## config.mk

```make
export PLATFORM = sky130hd
export DESIGN_NAME = c8rng_qr_unit
export DESIGN_NICKNAME = d
export VERILOG_FILES = /design/src/rtl/c8rng_pkg.sv /design/src/rtl/c8rng_qr_unit.sv
export SDC_FILE = /design/constraint.sdc
export NUM_CORES = 2
export LEC_CHECK = 0
export BUFFER_PORTS_ARGS = -buffer_cell sky130_fd_sc_hd__buf_2
export CORE_AREA = 3 3 397 399
export DETAILED_ROUTE_END_ITERATION = 10
export DIE_AREA = 0 0 400 402
export SLEW_MARGIN = 20
export SYNTH_ARGS = -nofsm -noshare
export SYNTH_HDL_FRONTEND = slang
export SYNTH_SLANG_ARGS = --single-unit
```

## constraint.sdc

```tcl
create_clock -name vclk -period 7.3
set_input_delay 1.46 -clock vclk [all_inputs]
set_output_delay 1.46 -clock vclk [all_outputs]
set_load 0.02 [all_outputs]
```

## src/rtl/c8rng_pkg.sv

```systemverilog
// Shared types, constants and helper functions for the ChaCha8 random generator.
package c8rng_pkg;

	typedef logic [31:0] word_t;
	typedef word_t [15:0] cc_state_t;
	typedef word_t [7:0] key_t;

	typedef enum logic [1:0] {
		ACT_DRAW   = 2'd0,
		ACT_RESEED = 2'd1,
		ACT_WYRAND = 2'd2
	} action_t;

	typedef enum logic [2:0] {
		S_IDLE,
		S_ROUND,
		S_FEED,
		S_PICK,
		S_WY_START,
		S_WY_WAIT,
		S_DONE
	} seq_state_t;

	localparam int DOUBLE_ROUNDS_DEF = 4;

	localparam word_t SIGMA0 = 32'h61707865;
	localparam word_t SIGMA1 = 32'h3320646e;
	localparam word_t SIGMA2 = 32'h79622d32;
	localparam word_t SIGMA3 = 32'h6b206574;
	localparam word_t KEY_STEP = 32'h9e3779b9;

	localparam logic [63:0] WY_ADD_C = 64'ha0761d6478bd642f;
	localparam logic [63:0] WY_XOR_C = 64'he7037ed1a0b428db;
	localparam logic [63:0] SEED_RESET = 64'h1234567890abcdef;

	function automatic word_t key_tweak(input int i);
		return word_t'(32'(i) * KEY_STEP);
	endfunction

	function automatic word_t rot_step(input logic [1:0] step, input word_t x);
		word_t r;
		unique case (step)
			2'd0: r = {x[15:0], x[31:16]};
			2'd1: r = {x[19:0], x[31:20]};
			2'd2: r = {x[23:0], x[31:24]};
			default: r = {x[24:0], x[31:25]};
		endcase
		return r;
	endfunction

endpackage

```

## src/rtl/c8rng_qr_unit.sv

```systemverilog
// Shared add-xor-rotate unit that advances four quarter rounds by one step.
module c8rng_qr_unit (
	input  c8rng_pkg::cc_state_t st,
	input  logic [1:0]           step,
	input  logic                 diag,
	output c8rng_pkg::cc_state_t nxt
);
	import c8rng_pkg::*;

	always_comb begin
		logic [3:0] ia, ib, ic, id, ip, iq, ir;
		word_t sum;
		nxt = st;
		for (int j = 0; j < 4; j++) begin
			ia = 4'(j);
			ib = diag ? 4'(4 + ((j + 1) % 4)) : 4'(4 + j);
			ic = diag ? 4'(8 + ((j + 2) % 4)) : 4'(8 + j);
			id = diag ? 4'(12 + ((j + 3) % 4)) : 4'(12 + j);
			ip = step[0] ? ic : ia;
			iq = step[0] ? id : ib;
			ir = step[0] ? ib : id;
			sum = st[ip] + st[iq];
			nxt[ip] = sum;
			nxt[ir] = rot_step(step, st[ir] ^ sum);
		end
	end

endmodule

```

* Word-level counts from Yosys, hierarchy flattened
Index checks and enable logic that the tools add are counted.
** Cells by class
- Add/sub/neg operators :: 4
- Magnitude comparators :: 20
- Eq/ne operators :: 2
- Mux-type cells :: 76
- Bitwise operators :: 4
- Reduce and logical (&&, ||, !) cells :: 9
** Operators by type and width (count)
- bitwise mux 512 bit :: 8
- binary-select mux 32 bit (select 4 bit) :: 12
- demux 32 bit (select 4 bit) :: 8
- two-way mux 32 bit :: 20
- one-hot mux 32 bit (3 select lines) :: 4
- adder 32 bit :: 4
- bitwise XOR 32 bit :: 4
- < comparator 4 x 5 -> 1 bit (second input constant) :: 12
- two-way mux 4 bit :: 12
- greater-or-equal comparator 4 x 1 -> 1 bit (second input constant) :: 8
- two-way mux 2 bit :: 8
- logical AND 1 bit :: 8
- two-way mux 1 bit :: 4
- == test 2 x 1 -> 1 bit (second input constant) :: 1
- == test 2 bit (second input constant) :: 1
- logical NOT 2 bit :: 1
** Word-level totals
- Flip-flop bits (word level) :: 0
- Input bits :: 515
- Output and inout bits :: 512

* Longest topological paths before layout
- Word-level depth :: 14
- Depth in mapped cells :: 24
- Gate-level depth less buffers :: 15

* Least setup slack after synthesis
Ideal clock, no wire load.
- Path type :: input -> output
- From :: input diag
- To :: output nxt[192] (netlist bit)
- Arrival :: 6.645 ns
- Required time :: 5.840 ns
- Slack :: -0.805 ns
- Cell stages on the path :: 21
- Buffers on the path :: 8
- Cell sequence :: buf_4 > buf_4 > buf_4 > buf_6 > buf_4 > buf_4 > buf_2 > buf_2 > mux4_2 > ha_1 > fa_1 > a211oi_1 > nor3_1 > o21ai_0 > o21ai_0 > o41ai_2 > xnor2_1 > xnor2_1 > nor2_1 > nor2_1 > a221oi_1
** RTL lines
- start, declared :: line c8rng_qr_unit.sv:5 : input logic diag,
- end, declared :: line c8rng_qr_unit.sv:6 : output c8rng_pkg::cc_state_t nxt

==> metrics <==
run status finished, violations left; violated checks setup timing; Cell Int Power 5.74 mW; nets approximately 7200; non-filler cells, final ~8600; vias slightly below 50000; CP Launch Point step[0]; crit-path max cell delay ~0.68 ns; fin worst setup slack -0.118 ns; LEAKAGE 25.2 nW; commonest non-fill, non-tap cell in the layout buf_4; # Max-Cap Violations 0; Sw Share just under 60%; fin area 54400 sq um; WS Path Type primary input to output pin; DIE AREA between 150000 and 200000 sq um; endpoints failing setup 14; vias in the first global route around 44000; vias per cell about 5.6; largest net degree at the start of global routing between 150 and 200; pwr dens between 200 and 300 nW/um^2; Hold WC Path Type primary input to output pin; Worst setup SP type primary input; Initial Util between 10% and 20%; final worst-path cycle share 102%; mapped cell area 29200 sq um; Post-route DRC 0; Final Hold Slack roughly 3.3 ns; first-pass GRT wire length 400000 um; RSZ-0062 raised after global routing yes; routability cong. 1.07; core area roughly 150000 sq um; area post-placement 47800 sq um; Worst VDD drop roughly 0.085 mV; Fin. Hold Viols 0; net count after synthesis a little under 5000; area grow syn2layout 86.2%; cells along the critical path buf_16 -> buf_16 -> buf_12 -> buf_16 -> mux4_2 -> ha_4 -> buf_4 -> nand4_1 -> nor3_1 -> nand3_1 -> nand4_1 -> nand2_1 -> buf_4 -> xnor2_4 -> buf_4 -> xnor2_1 -> a2111oi_0 -> a221o_1 -> buf_6; syn_area_per_cell just under 7 sq um; Yosys cell types roughly 110; TritonRoute pass-1 iters 6; count of standard-cell rows ~140; Synth warnings 0; detailed placer's ending HPWL around 270000 um; clock power share 0%; CP Depth 19; crit path max-delay cell type mux4_2; Vert. Die Dim ~400 um; Crit path buffers/inverters 8; CP endpoint nxt[487]; hold_buf cts 0; Seq cells 0; final core occ a little over a third; Crit Path Max Fanout 8; Multi-input gate area around 31000 sq um; f_max 135 MHz; final antenna-violating net count 0; Final Critical Period between 7 and 8 ns; most frequent cells in the layout 1500 x buf_4, 974 x buf_2, 557 x nor2_1, 521 x nand2_1, 431 x a21oi_1; gr usage total 36.3%; Overflow after GRT 0; clock buffer count 0; Gate power share 100.0%; Seq pwr share 0%; P_sw just over 8 mW; Slew Limit Fails 0; setup TNS -0.540 ns; Buffers on Ports roughly 1000; Worst EP required 5.84 ns; per-cell routed wire length approximately 36 um; Post-Syn Instances 4200; Iteration-0 DRC Markers 5746; fillers 16700; Worst Path Arrival about 6.0 ns; CP Capture Type output pin; final wirelength ~320000 um; Crit path max-delay family buffers and inverters; Slew HR between 20% and 30%; Slew @ Worst Pin 1.10 ns; dpl cells between 8000 and 9000; post-synthesis sequential area ratio 0%; initial antenna violation count between 100 and 150; chip width roughly 400 um; layout cells sized above 1 54.9%; Reg area 0 sq um; I/O pin count a little over 1000
==> routing by layer <==
layer | up-vias | global-route usage (%) | wire length [um]
met5 | - | 0 | 283
met2 | 3282 | 56.0 | 135000
met3 | 741 | 9.44 | 32000
li1 | 20400 | - | -
met1 | 23600 | 45.4 | 123000
met4 | 46 | 21.2 | 24400
==> cell usage after synthesis, types with 52 or more instances <==
library cell / count / area share [%]
a21o_1: 78 / 2.0
a21oi_1: 535 / 9.2
and2_1: 60 / 1.3
buf_2: 65 / 1.1
clkbuf_1: 248 / 3.2
ha_1: 124 / 5.3
inv_1: 59 / 0.76
mux2_2: 100 / 3.9
mux2i_1: 276 / 9.4
mux4_2: 188 / 14
nand2_1: 535 / 6.9
nand3_1: 52 / 0.89
nor2_1: 588 / 7.5
nor3_1: 73 / 1.2
o21ai_0: 247 / 4.2
xnor2_1: 129 / 3.9
xor2_1: 118 / 3.5
==> layout make-up <==
type | instances | share of cell area, %
Timing Repair Buffer | 2692 | 36.8
Inverter | 61 | 0.462
Multi-Input combinational cell | 3784 | 57.7
Antenna cell | 68 | 0.313
Tap cell | 2044 | 4.70
==> power groups by stage <==
stage | logic (mW) | registers [mW] | clock network, mW
2_1_floorplan | 4.71 | 0 | 0
3_3_place_gp | 12.1 | 0 | 0
3_5_place_dp | 12.1 | 0 | 0
4_1_cts | 12.8 | 0 | 0
5_1_grt | 14.2 | 0 | 0.000000857
6_report | 13.9 | 0 | 0.00000134
==> cell families after synthesis <==
family,after synthesis,share of synthesized area [%]
compound gates,1331,29.0
xor+xnor,285,10.2
fa+ha+maj,128,5.58
buf+inv,416,5.76
mux,564,27.8
simple gates,1476,21.7
==> worst min path at each step <==
stage	start	cells past startpoint	to	slack, ns
after floorplan	st[399]	2	nxt[399]	3.07
after global placement	st[76]	4	nxt[76]	3.25
after detailed placement	st[76]	4	nxt[76]	3.25
after CTS	st[76]	4	nxt[76]	3.26
after global routing	st[114]	4	nxt[114]	3.28
final	st[76]	4	nxt[76]	3.25
==> through the flow <==
step | total power, mW | setup WS, ns
3_3_place_gp | 12.1 | -1.11
4_1_cts | 12.8 | -0.0982
6_report | 13.9 | -0.118
2_1_floorplan | 4.71 | -0.0163
3_5_place_dp | 12.1 | -1.13
5_1_grt | 14.2 | -0.149
==> what timing repair did <==
action / CTS / global route
cloned: 11 / 19
buffers inserted: 51 / 100
resized for setup: 430 / 483
setup endpoints to repair: 255 / 228
pin swaps: 83 / 148
No activity file was read; power rests on OpenSTA's default activity.
