--- config.mk ---
export PLATFORM = sky130hd
export DESIGN_NAME = c8rng_wymul
export DESIGN_NICKNAME = d
export VERILOG_FILES = /design/src/rtl/c8rng_pkg.sv /design/src/rtl/c8rng_wymul.sv
export SDC_FILE = /design/constraint.sdc
export NUM_CORES = 2
export LEC_CHECK = 0
export BUFFER_PORTS_ARGS = -buffer_cell sky130_fd_sc_hd__buf_2
export CAP_MARGIN = 20
export CORE_UTILIZATION = 40
export DETAILED_ROUTE_END_ITERATION = 8
export HOLD_SLACK_MARGIN = 0.06
export PLACE_DENSITY = 0.54
export RECOVER_POWER = 25
export SLEW_MARGIN = 0
export SYNTH_ARGS = -nofsm -noshare
export SYNTH_HDL_FRONTEND = slang
export SYNTH_SLANG_ARGS = --single-unit
export TNS_END_PERCENT = 1
--- constraint.sdc ---
create_clock -name clk -period 20.6 [get_ports clk]
set_input_delay 4.12 -clock clk [delete_from_list [all_inputs] [get_ports clk]]
set_output_delay 4.12 -clock clk [all_outputs]
set_load 0.01 [all_outputs]
--- src/rtl/c8rng_pkg.sv ---
// Shared types, constants and helper functions for the ChaCha8 random generator.
package c8rng_pkg;

	typedef logic [31:0] word_t;
	typedef word_t [15:0] cc_state_t;
	typedef word_t [7:0] key_t;

	typedef enum logic [1:0] {
		ACT_DRAW   = 2'd0,
		ACT_RESEED = 2'd1,
		ACT_WYRAND = 2'd2
	} action_t;

	typedef enum logic [2:0] {
		S_IDLE,
		S_ROUND,
		S_FEED,
		S_PICK,
		S_WY_START,
		S_WY_WAIT,
		S_DONE
	} seq_state_t;

	localparam int DOUBLE_ROUNDS_DEF = 4;

	localparam word_t SIGMA0 = 32'h61707865;
	localparam word_t SIGMA1 = 32'h3320646e;
	localparam word_t SIGMA2 = 32'h79622d32;
	localparam word_t SIGMA3 = 32'h6b206574;
	localparam word_t KEY_STEP = 32'h9e3779b9;

	localparam logic [63:0] WY_ADD_C = 64'ha0761d6478bd642f;
	localparam logic [63:0] WY_XOR_C = 64'he7037ed1a0b428db;
	localparam logic [63:0] SEED_RESET = 64'h1234567890abcdef;

	function automatic word_t key_tweak(input int i);
		return word_t'(32'(i) * KEY_STEP);
	endfunction

	function automatic word_t rot_step(input logic [1:0] step, input word_t x);
		word_t r;
		unique case (step)
			2'd0: r = {x[15:0], x[31:16]};
			2'd1: r = {x[19:0], x[31:20]};
			2'd2: r = {x[23:0], x[31:24]};
			default: r = {x[24:0], x[31:25]};
		endcase
		return r;
	endfunction

endpackage

--- src/rtl/c8rng_wymul.sv ---
// Wyrand mixer: 64x64 product built from four 32x32 partial products, low half xor high half.
module c8rng_wymul (
	input  logic        clk,
	input  logic        arst_n,
	input  logic        start,
	input  logic [63:0] op_a,
	input  logic [63:0] op_b,
	output logic        done,
	output logic [63:0] mix
);
	import c8rng_pkg::*;

	logic [63:0]  a_q, b_q;
	logic [127:0] acc_q;
	logic [1:0]   cnt_q;
	logic         run_q;
	logic         done_q;
	logic [63:0]  prod_s1;
	logic [1:0]   sh_s1;
	logic         vld_s1;
	logic         last_s1;
	word_t        mul_a, mul_b;
	logic [1:0]   mul_sh;
	logic [127:0] addend;

	always_comb begin
		unique case (cnt_q)
			2'd0: begin
				mul_a = a_q[31:0];
				mul_b = b_q[31:0];
				mul_sh = 2'd0;
			end
			2'd1: begin
				mul_a = a_q[31:0];
				mul_b = b_q[63:32];
				mul_sh = 2'd1;
			end
			2'd2: begin
				mul_a = a_q[63:32];
				mul_b = b_q[31:0];
				mul_sh = 2'd1;
			end
			default: begin
				mul_a = a_q[63:32];
				mul_b = b_q[63:32];
				mul_sh = 2'd2;
			end
		endcase
		addend = {64'd0, prod_s1} << {sh_s1, 5'd0};
	end

	always_ff @(posedge clk or negedge arst_n) begin
		if (!arst_n) begin
			run_q <= 1'b0;
			cnt_q <= 2'd0;
			vld_s1 <= 1'b0;
			last_s1 <= 1'b0;
			done_q <= 1'b0;
		end else begin
			done_q <= vld_s1 && last_s1;
			vld_s1 <= run_q;
			last_s1 <= run_q && (cnt_q == 2'd3);
			if (start) begin
				run_q <= 1'b1;
				cnt_q <= 2'd0;
			end else if (run_q) begin
				cnt_q <= cnt_q + 2'd1;
				if (cnt_q == 2'd3) begin
					run_q <= 1'b0;
				end
			end
		end
	end

	always_ff @(posedge clk) begin
		if (start) begin
			a_q <= op_a;
			b_q <= op_b;
		end
		prod_s1 <= {32'd0, mul_a} * {32'd0, mul_b};
		sh_s1 <= mul_sh;
		if (start) begin
			acc_q <= '0;
		end else if (vld_s1) begin
			acc_q <= acc_q + addend;
		end
	end

	assign done = done_q;
	assign mix = acc_q[63:0] ^ acc_q[127:64];

endmodule

=== After elaboration in Yosys (flattened, before gate mapping) ===
Cells that the tools add are included.

* Add/sub/neg operators: 2
* Multipliers: 1
* Div/mod/pow operators: 0
* Magnitude comparators: 0
* Equal/unequal tests: 3
* Shift-type cells: 1
* Multiplexer cells: 8
* Bitwise gates (word level): 1
* Reduce and logical (&&, ||, !) cells: 7

{| class="wikitable"
|+ Operator list
! cell !! number
|-
| 128-bit adder || 1
|-
| 64-bit by 7-bit << shifter with 128-bit output || 1
|-
| 32-bit by 32-bit multiplier with 64-bit output || 1
|-
| 32-bit 2-to-1 mux || 2
|-
| 64-bit XOR || 1
|-
| 2-bit OR reduction || 3
|-
| 2-bit == test, second input constant || 2
|-
| 2-bit 2-to-1 mux || 2
|-
| 2-bit case mux with 2 select lines || 1
|-
| 1-bit 2-to-1 mux || 3
|-
| 2-bit by 1-bit adder with 2-bit output, second input constant || 1
|-
| 2-bit by 1-bit == test with 1-bit output, second input constant || 1
|-
| 1-bit logical AND || 2
|-
| 2-bit zero test || 1
|-
| 2-bit nonzero test || 1
|}

* Register bits after elaboration: 328
* Bits in latches: 0
* RAM bits: 0
* ROM bits: 0
* Bits of input ports: 131
* Word-level logic and storage cells: 33
* Memories kept: 0

=== Longest topological paths before layout ===
* Word-level depth: 4
* Mapped depth: 38
* Gate-level depth less buffers: 34

=== Worst setup path after synthesis ===
No wires, ideal clock.

* Path kind: register to register
* Start: reg cnt_q[0]
* End: reg prod_s1[60]
* Library setup time: 72 ps
* Data arrival time: 9,210 ps
* Required time: 20,528 ps
* Path slack: 11,318 ps
* Stages on the path, launching flop included: 35
* Cell sequence: dfrtp_1 > inv_1 > ha_1 > nor2_1 > clkbuf_1 > buf_1 > mux2i_1 > clkbuf_1 > nor2_1 > fa_1 > fa_1 > inv_1 > fa_1 > fa_1 > inv_1 > fa_1 > fa_1 > fa_1 > inv_1 > fa_1 > inv_1 > ha_1 > clkbuf_1 > a21o_1 > a21o_1 > a21oi_1 > o21ai_1 > a221oi_1 > nand3_1 > a21oi_1 > o21ai_1 > a2111o_1 > a31o_2 > a21oi_1 > xnor2_1

* Word-level cells in the longest chain between the ends: 4
* Elaborated cells on any way between the ends: 8
* Classes of those cells: mul: 1; eq/ne: 2; mux: 2; reduce/logical: 3

{| class="wikitable"
|+ Ends and longest elaborated chain
! element !! RTL line !! RTL
|-
| start, declared || c8rng_wymul.sv:15 || <nowiki>logic [1:0] cnt_q;</nowiki>
|-
| start signal, assigned || c8rng_wymul.sv:67 || <nowiki>cnt_q <= cnt_q + 2'd1;</nowiki>
|-
| 2-bit by 1-bit == test with 1-bit output, or another cell as far along || c8rng_wymul.sv:27 || <nowiki>unique case (cnt_q)</nowiki>
|-
| 2-bit OR reduction (no source line) || n/a ||
|-
| 32-bit 2-to-1 mux || c8rng_wymul.sv:27 ||
|-
| 32-bit by 32-bit multiplier with 64-bit output * || c8rng_wymul.sv:80 || <nowiki>prod_s1 <= {32'd0, mul_a} * {32'd0, mul_b};</nowiki>
|-
| end signal, assigned || c8rng_wymul.sv:80 ||
|-
| end, declared || c8rng_wymul.sv:18 || <nowiki>logic [63:0] prod_s1;</nowiki>
|}

Every way passes the cells marked *; elsewhere a longest branch is shown, timed or not.
A chain may end at the register's enable or synchronous reset.

=== Worst setup path after layout ===
Same ends and word-level chain as after synthesis.

==> impl_metrics.yaml <==
synth:
  syn-num-nets: 7371
  synthTopCellsByCount: "905 x inv_1, 897 x fa_1, 817 x nor2_1, 638 x nand2_1, 394 x ha_1"
  yosysTopAreaCell: "fa_1"
  synth_area_leaders: "fa_1 34%, ha_1 9.3%, dfxtp_1 7.3%"
  synth_edf_count: 128
  yosysSeqAreaShare_pct: 14.8
  synth_cell_types: 100
  yosysMostFrequentCell: "inv_1"
  synth_top_cell_area_share_pct: 33.8
  ys_ff_latch: 328
  synthCells: 5949
  synth_area_mm2: 0.0531
  yosys_warnings: 0
  syn-mean-instance-area_um2: 8.92
  async_reset_ff_share_pct: 1.83
  ys.flop_type: "dfxtp_1"
worst_setup_path:
  cp_slowest_cell: "clkbuf_1"
  endpoint: "prod_s1[60]"
  crit_top_cell: "fa_1"
  cpPeakStageDelay_ps: 2580
  r2r_cells: 32
  r2r_start: "cnt_q[0]"
  rrSetupSlack_ps: 7080
  r2r_end: "prod_s1[60]"
  worst-setup-path-type: "register to register"
  critPathRequiredTime_ps: 21190
  startpoint_type: "register"
  cp_data_arrival_time_ps: 14100
  crit_fanout: 48
  crit_start: "cnt_q[0]"
  critical_path.endpoint_type: "register"
place:
  dpl.hpwl_um: 154000
  gp_congestion: 0.980
  io_buffers: 195
clock_tree:
  clock-sinks: 328
  cts_tree: "built"
  cts_buffer_depth: 3
  numCtsBuffers: 41
  holdBufCountCts: 0
  cts-resized-gates: 0
  htree_levels: 2
  clk_pin_slew_ps: 60
  clk-insertion-delay-late_ps: 660
  cts_root_buffer: "clkbuf_16"
  cts_setup_buffers: 0
detailed_routing:
  drt_first_pass_iters: 5
  via_per_inst: 5.51
  drtIter0Drc: 3464
  drc_errors: 0
  vias: 42700
  postRouteAntennaNets: 0
  routed_wl_um: 197000
  avgRoutedWirePerCell_um: 25.5
final_layout:
  drive_gt1_share_pct: 8.16
  syn_to_final_growth_pct: 7.81
  nets: 7373
  fill_cells: 13100
global_route:
  grt_pass1_wl_um: 291000
  busiest_layer: "met2"
  grt_pass1_vias: 44500
  gr-total-overflow: 0
  grt_util_met2_pct: 47.0
  antenna_found_initial: 3
  track_usage_pct: 29.4
  grt_max_degree: 77
  gr-usage-met1_pct: 36.9
  gr-usage-met3_pct: 6.27
sta:
  tightest_slew_ps: 3680
  skew_ps: 58.5
  finalSetupViolCount: 0
  period_minus_slack_ps: 13520
  rsz0062_at_grt: "false"
  finalSetupTns_ps: 0
  slew_violations: 115
  max_slew_margin_pct: -145
  whs_ps: 486
  hold_violations: 0
  fin_crit_sh_pct: 65.6
  fmax_mhz: 74.0
hold_path:
  hp-class: "register to register"
  hp-start: "acc_q[126]"
floorplan:
  io_pins: 196
  dieArea_mm2: 0.134
  rows: 133
  initial_core_util_pct: 40.3
  die_height_um: 366
  chipWidth_um: 366
  core_area_mm2: 0.132
outcome:
  status: "finished with violations"
  violations: "capacitance limit, slew limit"
run:
  max_cap_viol_count: 3
## through the flow
step | area (um^2) | setup WS, ps | utilization [%] | cells
6_report | 57200 | 7080 | 43.5 | 7737
5_1_grt | 57200 | 6370 | 43.5 | 7736
4_1_cts | 57200 | 9930 | 43.5 | 7736
3_5_place_dp | 55800 | 9940 | 42.4 | 7663
3_3_place_gp | 55800 | 9850 | 42.4 | 7662
2_1_floorplan | 53100 | 11320 | - | 5949
## per-layer routing
layer,routed length (um),vias up
met2,88600,1907
met3,16900,478
met5,27,-
li1,-,18900
met4,13400,4
met1,78200,21300
## sequential cells by signal, indices dropped and copies added, names as in the netlist
name	flops
b_q	64
sh_s1	2
a_q	64
acc_q	128
cnt_q	2
run_q	1
done	1
prod_s1	64
last_s1	1
vld_s1	1
## area by class of cell
cell class / instances / area, um^2 / share of cell area (%)
Clock buffer: 53 / 1100 / 1.92
Tap cell: 1755 / 2200 / 3.84
Antenna cell: 1 / 2.50 / 0.00437
Multi-Input combinational cell: 4406 / 40800 / 71.3
Clock inverter: 20 / 305 / 0.534
Timing Repair Buffer: 269 / 1550 / 2.71
Inverter: 905 / 3400 / 5.94
Sequential cell: 328 / 7880 / 13.8
## cell usage in the layout (no fill, tap or decap), drive strengths merged, types with 7 or more instances in the layout
cell type,instances
buf,265
o211ai,14
clkinv,10
a21oi,255
nor2b,45
a21o,145
and3,18
clkbuf,57
nor2,819
mux2,64
or2,7
xnor2,108
nor3,26
dfxtp,194
o31ai,18
a221oi,12
and2,55
o21ai,186
nand2b,20
a221o,7
mux2i,161
inv,907
a22o,40
edfxtp,128
nand2,638
or3,9
nand4,87
a31oi,22
a211oi,18
a21boi,20
and4,10
xor2,136
nor4,8
fa,897
nand3,35
ha,394
o21bai,52
o21a,14
## kinds of logic (layout without fill, tap and decap cells)
group                      count (synthesis)  after routing  share of synthesized area, %
and+or+nand+nor                         1796           1796                          14.4
adders and majority gates               1291           1291                          43.1
buffers and inverters                   1215           1247                          8.88
AOI/OAI and AO/OA                        850            850                          10.3
DFF                                      328            328                          14.8
xor gates and xnor gates                 244            244                          4.03
muxes                                    225            225                          4.39
other                                      0              1                             0
## how the worst min path moves through the flow
stage	slack (ps)	end	depth (start not counted)
detailed placement	480	acc_q[126]	2
floorplan	430	done	1
CTS	490	acc_q[126]	2
global placement	470	acc_q[126]	2
finish	490	acc_q[126]	2
global route	510	acc_q[124]	2
## critical path: cells and delay by family, from the launching register on
| kind | cells | cell delay, ps |
|---|---|---|
| XOR/XNOR | 1 | 130 |
| AND/OR/NAND/NOR | 3 | 1720 |
| flip-flops | 1 | 410 |
| multiplexers | 1 | 1050 |
| adder cells (fa/ha/maj) | 10 | 4690 |
| AO/OA/AOI/OAI | 10 | 2390 |
| buffers and inverters | 7 | 2940 |
Power is left out: the tool's default activity adds up to more than one toggle a clock period on the data nets, which glitch-free logic cannot reach.
